File: src/design/prdq_pkg.sv
package prdq_pkg;

  localparam int MAX_SESSIONS = 16;
  localparam int ID_W         = 4;
  localparam int ID_SPACE     = 1 << ID_W;
  localparam int TIME_W       = 48;
  localparam int STEP_W       = 16;
  localparam int INTERVAL_W   = 24;
  localparam int COUNT_W      = $clog2(MAX_SESSIONS + 1);
  localparam int CAPACITY     = (MAX_SESSIONS < ID_SPACE) ? MAX_SESSIONS : ID_SPACE;

  localparam logic [STEP_W-1:0]     TICK_STEP_RST       = 16'd10;
  localparam logic [INTERVAL_W-1:0] REPORT_INTERVAL_RST = 24'd5000;

  // APB register map (index taken from paddr[2])
  localparam logic REG_TICK_STEP       = 1'b0;
  localparam logic REG_REPORT_INTERVAL = 1'b1;

  typedef enum logic [1:0] {
    CMD_TICK    = 2'd0,
    CMD_CREATE  = 2'd1,
    CMD_DESTROY = 2'd2
  } cmd_e_t;

  typedef enum logic [1:0] {
    STAT_OK      = 2'd0,
    STAT_FULL    = 2'd1,
    STAT_PRESENT = 2'd2,
    STAT_ABSENT  = 2'd3
  } status_e_t;

  typedef enum logic [1:0] {
    OP_HOLD,
    OP_INSERT,
    OP_REMOVE,
    OP_REQUEUE
  } cell_op_e_t;

  typedef enum logic [1:0] {
    ST_IDLE,
    ST_EXEC,
    ST_PREP,
    ST_SCAN
  } state_e_t;

  // Broadcast from the controller to every cell.
  typedef struct packed {
    cell_op_e_t          op;
    logic [ID_W-1:0]     key_id;
    logic [ID_W-1:0]     new_id;
    logic [TIME_W-1:0]   new_due;
  } cell_cmd_t;

  // What the chain shows back to the controller.
  typedef struct packed {
    logic                present;
    logic [ID_W-1:0]     head_id;
    logic [TIME_W-1:0]   head_due;
  } chain_stat_t;

endpackage

File: src/design/prdq_cell.sv
module prdq_cell
  import prdq_pkg::*;
(
  input  logic                clk,
  input  logic                head,
  input  logic                in_use,
  input  cell_cmd_t           cmd,
  input  logic [ID_W-1:0]     left_id,
  input  logic [TIME_W-1:0]   left_due,
  input  logic                left_s,
  input  logic                left_p,
  input  logic [ID_W-1:0]     right_id,
  input  logic [TIME_W-1:0]   right_due,
  input  logic                right_s,
  output logic [ID_W-1:0]     id,
  output logic [TIME_W-1:0]   due,
  output logic                s,
  output logic                p
);

  logic                match;
  logic                lt;
  logic [ID_W-1:0]     id_next;
  logic [TIME_W-1:0]   due_next;

  // s: some entry at or right of this one is earlier than the new due time.
  // p: the key id sits at or left of this one.
  assign match = in_use && (id == cmd.key_id);
  assign lt    = in_use && (due < cmd.new_due);
  assign s     = lt | right_s;
  assign p     = match | left_p;

  always_comb begin
    id_next  = id;
    due_next = due;
    case (cmd.op)
      OP_INSERT: begin
        if (!s) begin
          if (left_s) begin
            id_next  = cmd.new_id;
            due_next = cmd.new_due;
          end else begin
            id_next  = left_id;
            due_next = left_due;
          end
        end
      end
      OP_REQUEUE: begin
        // head leaves; entries before the slot slide left, the slot takes the head
        if (right_s) begin
          id_next  = right_id;
          due_next = right_due;
        end else if (head || s) begin
          id_next  = cmd.new_id;
          due_next = cmd.new_due;
        end
      end
      OP_REMOVE: begin
        if (p) begin
          id_next  = right_id;
          due_next = right_due;
        end
      end
      default: begin
      end
    endcase
  end

  always_ff @(posedge clk) begin
    id  <= id_next;
    due <= due_next;
  end

endmodule

File: src/design/prdq_ctrl.sv
module prdq_ctrl
  import prdq_pkg::*;
(
  input  logic                    clk,
  input  logic                    rst,
  input  logic                    in_valid,
  output logic                    in_ready,
  input  logic [1:0]              command,
  input  logic [ID_W-1:0]         session_id,
  output logic                    out_valid,
  input  logic                    out_ready,
  output logic [1:0]              status,
  output logic                    report_valid,
  output logic [ID_W-1:0]         report_session,
  output logic                    last,
  input  logic [STEP_W-1:0]       tick_step,
  input  logic [INTERVAL_W-1:0]   report_interval,
  input  chain_stat_t             chain,
  output cell_cmd_t               cell_cmd,
  output logic [COUNT_W-1:0]      count
);

  state_e_t              state, state_next;
  cmd_e_t                cmd_q, cmd_q_next;
  logic [ID_W-1:0]       id_q, id_q_next;
  logic [TIME_W-1:0]     cur_time, cur_time_next;
  logic [TIME_W-1:0]     new_due;
  logic [COUNT_W-1:0]    count_next;
  logic [COUNT_W-1:0]    budget, budget_next;
  logic                  pend_valid, pend_valid_next;
  logic [ID_W-1:0]       pend_id, pend_id_next;
  logic                  out_valid_next;
  status_e_t             out_status, out_status_next;
  logic                  out_rvalid, out_rvalid_next;
  logic [ID_W-1:0]       out_rsession, out_rsession_next;
  logic                  out_last, out_last_next;
  logic                  out_free;
  logic                  more;

  assign out_free = !out_valid || out_ready;
  assign more     = (budget != '0) && (chain.head_due <= cur_time);

  assign status         = out_status;
  assign report_valid   = out_rvalid;
  assign report_session = out_rsession;
  assign last           = out_last;

  always_comb begin
    state_next        = state;
    cmd_q_next        = cmd_q;
    id_q_next         = id_q;
    cur_time_next     = cur_time;
    count_next        = count;
    budget_next       = budget;
    pend_valid_next   = pend_valid;
    pend_id_next      = pend_id;
    out_valid_next    = out_valid && !out_ready;
    out_status_next   = out_status;
    out_rvalid_next   = out_rvalid;
    out_rsession_next = out_rsession;
    out_last_next     = out_last;
    in_ready          = 1'b0;
    cell_cmd.op       = OP_HOLD;
    cell_cmd.key_id   = id_q;
    cell_cmd.new_id   = id_q;
    cell_cmd.new_due  = new_due;

    case (state)
      ST_IDLE: begin
        in_ready = 1'b1;
        if (in_valid) begin
          cmd_q_next = cmd_e_t'(command);
          id_q_next  = session_id;
          state_next = ST_EXEC;
        end
      end
      ST_EXEC: begin
        case (cmd_q)
          CMD_TICK: begin
            if (count == '0) begin
              state_next = ST_IDLE;
            end else begin
              cur_time_next   = cur_time + TIME_W'(tick_step);
              budget_next     = count;
              pend_valid_next = 1'b0;
              state_next      = ST_PREP;
            end
          end
          CMD_CREATE: begin
            if (out_free) begin
              out_valid_next    = 1'b1;
              out_rvalid_next   = 1'b0;
              out_rsession_next = '0;
              out_last_next     = 1'b1;
              if (chain.present) begin
                out_status_next = STAT_PRESENT;
              end else if (count >= COUNT_W'(CAPACITY)) begin
                out_status_next = STAT_FULL;
              end else begin
                out_status_next = STAT_OK;
                cell_cmd.op     = OP_INSERT;
                count_next      = count + COUNT_W'(1);
              end
              state_next = ST_IDLE;
            end
          end
          CMD_DESTROY: begin
            if (out_free) begin
              out_valid_next    = 1'b1;
              out_rvalid_next   = 1'b0;
              out_rsession_next = '0;
              out_last_next     = 1'b1;
              if (!chain.present) begin
                out_status_next = STAT_ABSENT;
              end else begin
                out_status_next = STAT_OK;
                cell_cmd.op     = OP_REMOVE;
                count_next      = count - COUNT_W'(1);
              end
              state_next = ST_IDLE;
            end
          end
          default: begin
            state_next = ST_IDLE;
          end
        endcase
      end
      ST_PREP: begin
        // let new_due pick up the advanced time
        state_next = ST_SCAN;
      end
      ST_SCAN: begin
        if (!pend_valid || out_free) begin
          if (pend_valid) begin
            out_valid_next    = 1'b1;
            out_status_next   = STAT_OK;
            out_rvalid_next   = 1'b1;
            out_rsession_next = pend_id;
            out_last_next     = !more;
          end
          if (more) begin
            cell_cmd.op     = OP_REQUEUE;
            cell_cmd.new_id = chain.head_id;
            pend_id_next    = chain.head_id;
            pend_valid_next = 1'b1;
            budget_next     = budget - COUNT_W'(1);
          end else begin
            pend_valid_next = 1'b0;
            state_next      = ST_IDLE;
          end
        end
      end
      default: begin
        state_next = ST_IDLE;
      end
    endcase
  end

  always_ff @(posedge clk) begin
    if (rst) begin
      state      <= ST_IDLE;
      cur_time   <= '0;
      count      <= '0;
      budget     <= '0;
      pend_valid <= 1'b0;
      out_valid  <= 1'b0;
    end else begin
      state      <= state_next;
      cur_time   <= cur_time_next;
      count      <= count_next;
      budget     <= budget_next;
      pend_valid <= pend_valid_next;
      out_valid  <= out_valid_next;
    end
  end

  always_ff @(posedge clk) begin
    cmd_q        <= cmd_q_next;
    id_q         <= id_q_next;
    pend_id      <= pend_id_next;
    new_due      <= cur_time + TIME_W'(report_interval);
    out_status   <= out_status_next;
    out_rvalid   <= out_rvalid_next;
    out_rsession <= out_rsession_next;
    out_last     <= out_last_next;
  end

endmodule

File: src/design/periodic_report_deadline_queue.sv
// Periodic report deadline queue: session ids kept in due-time order.
//
// Input channel (in_valid/in_ready) takes one word per command: a tick, a
// create or a destroy of a session_id. Output channel (out_valid/out_ready)
// delivers result words: one status word per create or destroy, and one
// report word per due session on a tick; last marks the final word of a
// command. A tick on an empty table or with nothing due yields no word.
//
// A create or destroy result is registered once the output register is free.
// A tick advances time in ST_EXEC, lets new_due pick it up in ST_PREP, then
// pops and requeues one due head per cycle while the output register is
// free; the next command is taken once the current one is finished. The
// rate is set by the cell chain, which performs one insert, remove or
// requeue shift per cycle.
//
// The output word sits in a register: a command can be taken while the
// previous result still waits, and a stalled receiver holds all further
// work. Reset (rst, synchronous) empties the table, zeroes the clock and
// restores tick_step = 10 and report_interval = 5000; no clearing pass.
// Registers: tick_step at byte 0x0, report_interval at 0x4 (APB, write or read).
module periodic_report_deadline_queue
  import prdq_pkg::*;
(
  input  logic                clk,
  input  logic                rst,
  input  logic                psel,
  input  logic                penable,
  input  logic                pwrite,
  input  logic [2:0]          paddr,
  input  logic [31:0]         pwdata,
  output logic [31:0]         prdata,
  output logic                pready,
  input  logic                in_valid,
  output logic                in_ready,
  input  logic [1:0]          command,
  input  logic [ID_W-1:0]     session_id,
  output logic                out_valid,
  input  logic                out_ready,
  output logic [1:0]          status,
  output logic                report_valid,
  output logic [ID_W-1:0]     report_session,
  output logic                last
);

  logic [STEP_W-1:0]      tick_step;
  logic [INTERVAL_W-1:0]  report_interval;
  cell_cmd_t              cell_cmd;
  chain_stat_t            chain;
  logic [COUNT_W-1:0]     count;

  // Cell row: index 0 is the head (earliest due time).
  logic [ID_W-1:0]        cell_id  [MAX_SESSIONS];
  logic [TIME_W-1:0]      cell_due [MAX_SESSIONS];
  logic                   cell_s   [MAX_SESSIONS];
  logic                   cell_p   [MAX_SESSIONS];

  // Configuration port: no wait states, low address bits ignored.
  assign pready = 1'b1;

  always_ff @(posedge clk) begin
    if (rst) begin
      tick_step       <= TICK_STEP_RST;
      report_interval <= REPORT_INTERVAL_RST;
    end else if (psel && penable && pwrite && pready) begin
      case (paddr[2])
        REG_TICK_STEP:       tick_step       <= pwdata[STEP_W-1:0];
        REG_REPORT_INTERVAL: report_interval <= pwdata[INTERVAL_W-1:0];
        default: begin
        end
      endcase
    end
  end

  always_comb begin
    case (paddr[2])
      REG_TICK_STEP:       prdata = 32'(tick_step);
      REG_REPORT_INTERVAL: prdata = 32'(report_interval);
      default:             prdata = '0;
    endcase
  end

  prdq_ctrl u_ctrl (
    .clk             (clk),
    .rst             (rst),
    .in_valid        (in_valid),
    .in_ready        (in_ready),
    .command         (command),
    .session_id      (session_id),
    .out_valid       (out_valid),
    .out_ready       (out_ready),
    .status          (status),
    .report_valid    (report_valid),
    .report_session  (report_session),
    .last            (last),
    .tick_step       (tick_step),
    .report_interval (report_interval),
    .chain           (chain),
    .cell_cmd        (cell_cmd),
    .count           (count)
  );

  // Chain: s ripples from the tail toward the head, p from the head to the tail.
  for (genvar i = 0; i < MAX_SESSIONS; i++) begin : g_cell
    localparam logic [COUNT_W-1:0] IDX = COUNT_W'(i);
    logic                left_s, left_p, right_s;
    logic [ID_W-1:0]     left_id, right_id;
    logic [TIME_W-1:0]   left_due, right_due;

    if (i == 0) begin : g_head
      assign left_s   = 1'b1;
      assign left_p   = 1'b0;
      assign left_id  = cell_id[i];
      assign left_due = cell_due[i];
    end else begin : g_mid
      assign left_s   = cell_s[i-1];
      assign left_p   = cell_p[i-1];
      assign left_id  = cell_id[i-1];
      assign left_due = cell_due[i-1];
    end

    if (i == MAX_SESSIONS - 1) begin : g_tail
      assign right_s   = 1'b0;
      assign right_id  = cell_id[i];
      assign right_due = cell_due[i];
    end else begin : g_body
      assign right_s   = cell_s[i+1];
      assign right_id  = cell_id[i+1];
      assign right_due = cell_due[i+1];
    end

    prdq_cell u_cell (
      .clk       (clk),
      .head      (i == 0),
      .in_use    (IDX < count),
      .cmd       (cell_cmd),
      .left_id   (left_id),
      .left_due  (left_due),
      .left_s    (left_s),
      .left_p    (left_p),
      .right_id  (right_id),
      .right_due (right_due),
      .right_s   (right_s),
      .id        (cell_id[i]),
      .due       (cell_due[i]),
      .s         (cell_s[i]),
      .p         (cell_p[i])
    );
  end

  assign chain.present  = cell_p[MAX_SESSIONS-1];
  assign chain.head_id  = cell_id[0];
  assign chain.head_due = cell_due[0];

endmodule

File: config.mk
export PLATFORM = sky130hd
export DESIGN_NAME = periodic_report_deadline_queue
export DESIGN_NICKNAME = d
export VERILOG_FILES = /design/src/design/prdq_pkg.sv /design/src/design/prdq_cell.sv /design/src/design/prdq_ctrl.sv /design/src/design/periodic_report_deadline_queue.sv
export SDC_FILE = /design/constraint.sdc
export NUM_CORES = 2
export LEC_CHECK = 0
export ABC_AREA = 0
export BUFFER_PORTS_ARGS = -buffer_cell sky130_fd_sc_hd__buf_2
export CELL_PAD_IN_SITES_DETAIL_PLACEMENT = 1
export CELL_PAD_IN_SITES_GLOBAL_PLACEMENT = 2
export CORE_MARGIN = 10
export CORE_UTILIZATION = 42
export DETAILED_ROUTE_END_ITERATION = 10
export GPL_ROUTABILITY_DRIVEN = 0
export PLACE_DENSITY = 0.8
export REMOVE_ABC_BUFFERS = 1
export SETUP_SLACK_MARGIN = 0.15
export SLEW_MARGIN = 10
export SYNTH_ARGS = -nofsm -noshare
export SYNTH_HDL_FRONTEND = slang
export SYNTH_SLANG_ARGS = --single-unit
File: constraint.sdc
create_clock -name clk -period 10.45 [get_ports clk]
set_clock_uncertainty 0.05 [all_clocks]
set_input_delay 2.09 -clock clk [delete_from_list [all_inputs] [get_ports clk]]
set_output_delay 2.09 -clock clk [all_outputs]
set_load 0.005 [all_outputs]
==> impl_metrics.json <==
{
  "status": "finished with violations",
  "violations": "max-capacitance violations",
  "synthArstFlopShare_pct": 0,
  "wire_per_inst_um": 26.0,
  "routed_wl_um": 292000,
  "viasPerCell": 6.40,
  "crit_path_end_kind": "flip-flop",
  "root_buffer": "clkbuf_16",
  "p_int_mw": 7.67,
  "power_frac_seq_pct": 43.7,
  "dp.cells": 11000,
  "track_usage_pct": 27.4,
  "cts_buffer_depth": 3,
  "final_util_pct": 46.1,
  "switchingPower_mw": 2.81,
  "area.growth.synth_to_final_pct": 9.27,
  "cts-hold-fix-buffers": 0,
  "rsz0062_at_grt": "no",
  "ys_warn_count": 0,
  "cts_resized": 0,
  "hold_viol": 0,
  "cts.clk_slew.worst_paths_ps": 60,
  "ys_seq_area_share_pct": 36.1,
  "grt_overflow": 0,
  "die_w_um": 454,
  "cp_data_arrival_time_ps": 8340,
  "initial_core_util_pct": 42.1,
  "numClockSinks": 1000,
  "finalCritPeriodShare_pct": 75.5,
  "synth_area_mm2": 0.0790,
  "ir_drop_v": 0.000127,
  "firstDrtPassIters": 5,
  "die_area_mm2": 0.206,
  "slew_viol_final": 0,
  "p_clk_share_pct": 45.2,
  "ys.flop_type": "edfxtp_1",
  "setup_violations": 0,
  "drive_above_1_share_pct": 8.07,
  "grt_pass1_wl_um": 450000,
  "drc_errors": 0,
  "cts_buffers": 135,
  "tightest_slew_ps": 1480,
  "worst_hold_path_type": "flip-flop to flip-flop",
  "drt_iter0_drc": 4735,
  "cts_tree": "done",
  "layout_setup_ws_ps": 2560,
  "grt_pass1_vias": 74900,
  "die_y_um": 454,
  "syn_avg_cell_area_um2": 8.91,
  "grt_max_degree": 200,
  "rows": 159,
  "num_vias": 71700,
  "path_class": "flip-flop to flip-flop",
  "power_leakage_nw": 32.2,
  "cp-start-kind": "flip-flop",
  "synth_cells": 8860,
  "place_ws_ps": 2770,
  "htree_levels": 4,
  "slew_headroom_pct": 0.406,
  "setup-tns-final_ps": 0,
  "switching_share_pct": 26.8,
  "max_freq_mhz": 127,
  "powerDensity_mw_per_mm2": 121,
  "critPathMaxFanout": 52,
  "reg2regPathDepth": 14,
  "place_hpwl_um": 214000,
  "diodes": 0,
  "synth-edff-count": 850,
  "ys_ff_latch": 1000,
  "drv_cap": 1,
  "core_mm2": 0.187,
  "postRouteAntennaNets": 0,
  "hold-path-cell-count": 2,
  "clk_latency_ps": 820,
  "io_buffers": 71,
  "ios": 91,
  "yosysUniqueCellTypes": 85,
  "period_minus_slack_ps": 7890,
  "instances_no_fill": 11200,
  "nets": 9503,
  "combPwrFrac_pct": 11.1,
  "antenna_found_initial": 5,
  "power_mw": 10.5,
  "worstPathRequired_ps": 10900,
  "post-cts-setup-buffers": 0
}
-- final timing paths --
check | slack, ps | endpoint | start
worst max-delay path | 2560 | g_cell[1].u_cell.due[12]$_DFFE_PP_ | u_ctrl.new_due[38]$_DFF_P_
worst min-delay path | 430 | report_interval[22]$_SDFFE_PP0P_ | report_interval[22]$_SDFFE_PP0P_
worst max register to register | 2560 | g_cell[1].u_cell.due[12]$_DFFE_PP_ | u_ctrl.new_due[38]$_DFF_P_
worst min register to register | 430 | report_interval[22]$_SDFFE_PP0P_ | report_interval[22]$_SDFFE_PP0P_
-- worst max-delay path, stage by stage (launching register included) --
cell and delay, ps:
dfxtp_1 690, inv_1 460, buf_4 310, ha_1 340, nand4_1 150, nor2_1 540
o31ai_1 360, a31oi_1 300, nand4bb_4 620, nand3_2 860, or4_1 1050, nor4_2 430
buf_4 820, mux2i_1 300, o221ai_1 150
-- layout by cell type (no fill, tap or decap), types with 153 or more instances in the layout --
cell type | synthesis | layout
edfxtp_1 | 850 | 850
nand2_1 | 984 | 977
ha_1 | 849 | 849
o221ai_1 | 272 | 272
mux2i_1 | 339 | 339
buf_4 | 15 | 186
o21ai_0 | 585 | 582
a22oi_1 | 153 | 153
o211ai_1 | 255 | 255
a21oi_1 | 1037 | 1028
nor2_1 | 938 | 927
-- per-layer routing --
| layer | wire (um) | GRT usage [%] |
|---|---|---|
| met5 | 13 | 0 |
| met4 | 13300 | 11.9 |
| met3 | 11700 | 3.06 |
| met2 | 138000 | 45.8 |
| met1 | 129000 | 35.8 |
-- area by class of cell --
| class | instances | area [um2] |
|---|---|---|
| tap | 2495 | 3120 |
| clock inverter | 66 | 604 |
| clock buffer | 178 | 3730 |
| multi-input combinational | 7056 | 47900 |
| inverter | 149 | 564 |
| timing repair buffer | 262 | 1870 |
| sequential | 1000 | 28500 |
| fill | 21500 | 101000 |
-- cells by family (layout without fill, tap and decap cells) --
kind of cell             after synthesis  count (layout)  share of synthesized area [%]
AO/OA/AOI/OAI                       3015            3015                           24.6
AND/OR/NAND/NOR                     2567            2567                           14.0
flip-flops                          1000            1000                           36.1
adder cells (fa/ha/maj)              851             851                           13.5
buffers and inverters                811             655                           4.03
multiplexers                         468             468                           6.14
XOR/XNOR                             146             146                           1.62
other                                  2               9                        0.00951
-- state kept, by name (all words and copies together) (netlist names), 2 cells and up, named ones only --
signal	count
u_ctrl.budget	5
u_ctrl.id_q	4
tick_step	16
u_ctrl.pend_id	4
g_cell.u_cell.id	64
u_ctrl.cur_time	48
u_ctrl.status	2
u_ctrl.count	5
u_ctrl.report_session	4
u_ctrl.new_due	48
report_interval	24
u_ctrl.cmd_q	2
g_cell.u_cell.due	768
-- cells in the mapped netlist (150+ instances only) --
cell	count	share of area [%]
o21ai_0	585	3.7
mux2i_1	339	4.3
edfxtp_1	850	32
a22oi_1	153	1.5
nand2_1	984	4.7
nor2_1	938	4.5
o221ai_1	272	3.0
a21oi_1	1037	6.6
clkbuf_1	563	2.7
o211ai_1	255	2.4
ha_1	849	13
dfxtp_1	150	3.8
-- stage by stage --
| step | hold slack (ps) | cell area (um2) |
|---|---|---|
| CTS | 433 | 86300 |
| finish | 430 | 86300 |
| global route | 458 | 86300 |
| floorplan | 393 | 76400 |
| global placement | 414 | 82000 |
| detailed placement | 424 | 82000 |
-- power by group through the flow --
stage	Sequential (mW)	Combinational [mW]	Clock (mW)
2_1_floorplan	4.64	0.850	0
3_3_place_gp	4.66	1.10	0
3_5_place_dp	4.67	1.15	0
4_1_cts	4.58	1.16	4.83
5_1_grt	4.60	1.30	4.97
6_report	4.58	1.17	4.73
Note: power is estimated with default switching activity, not from simulation.
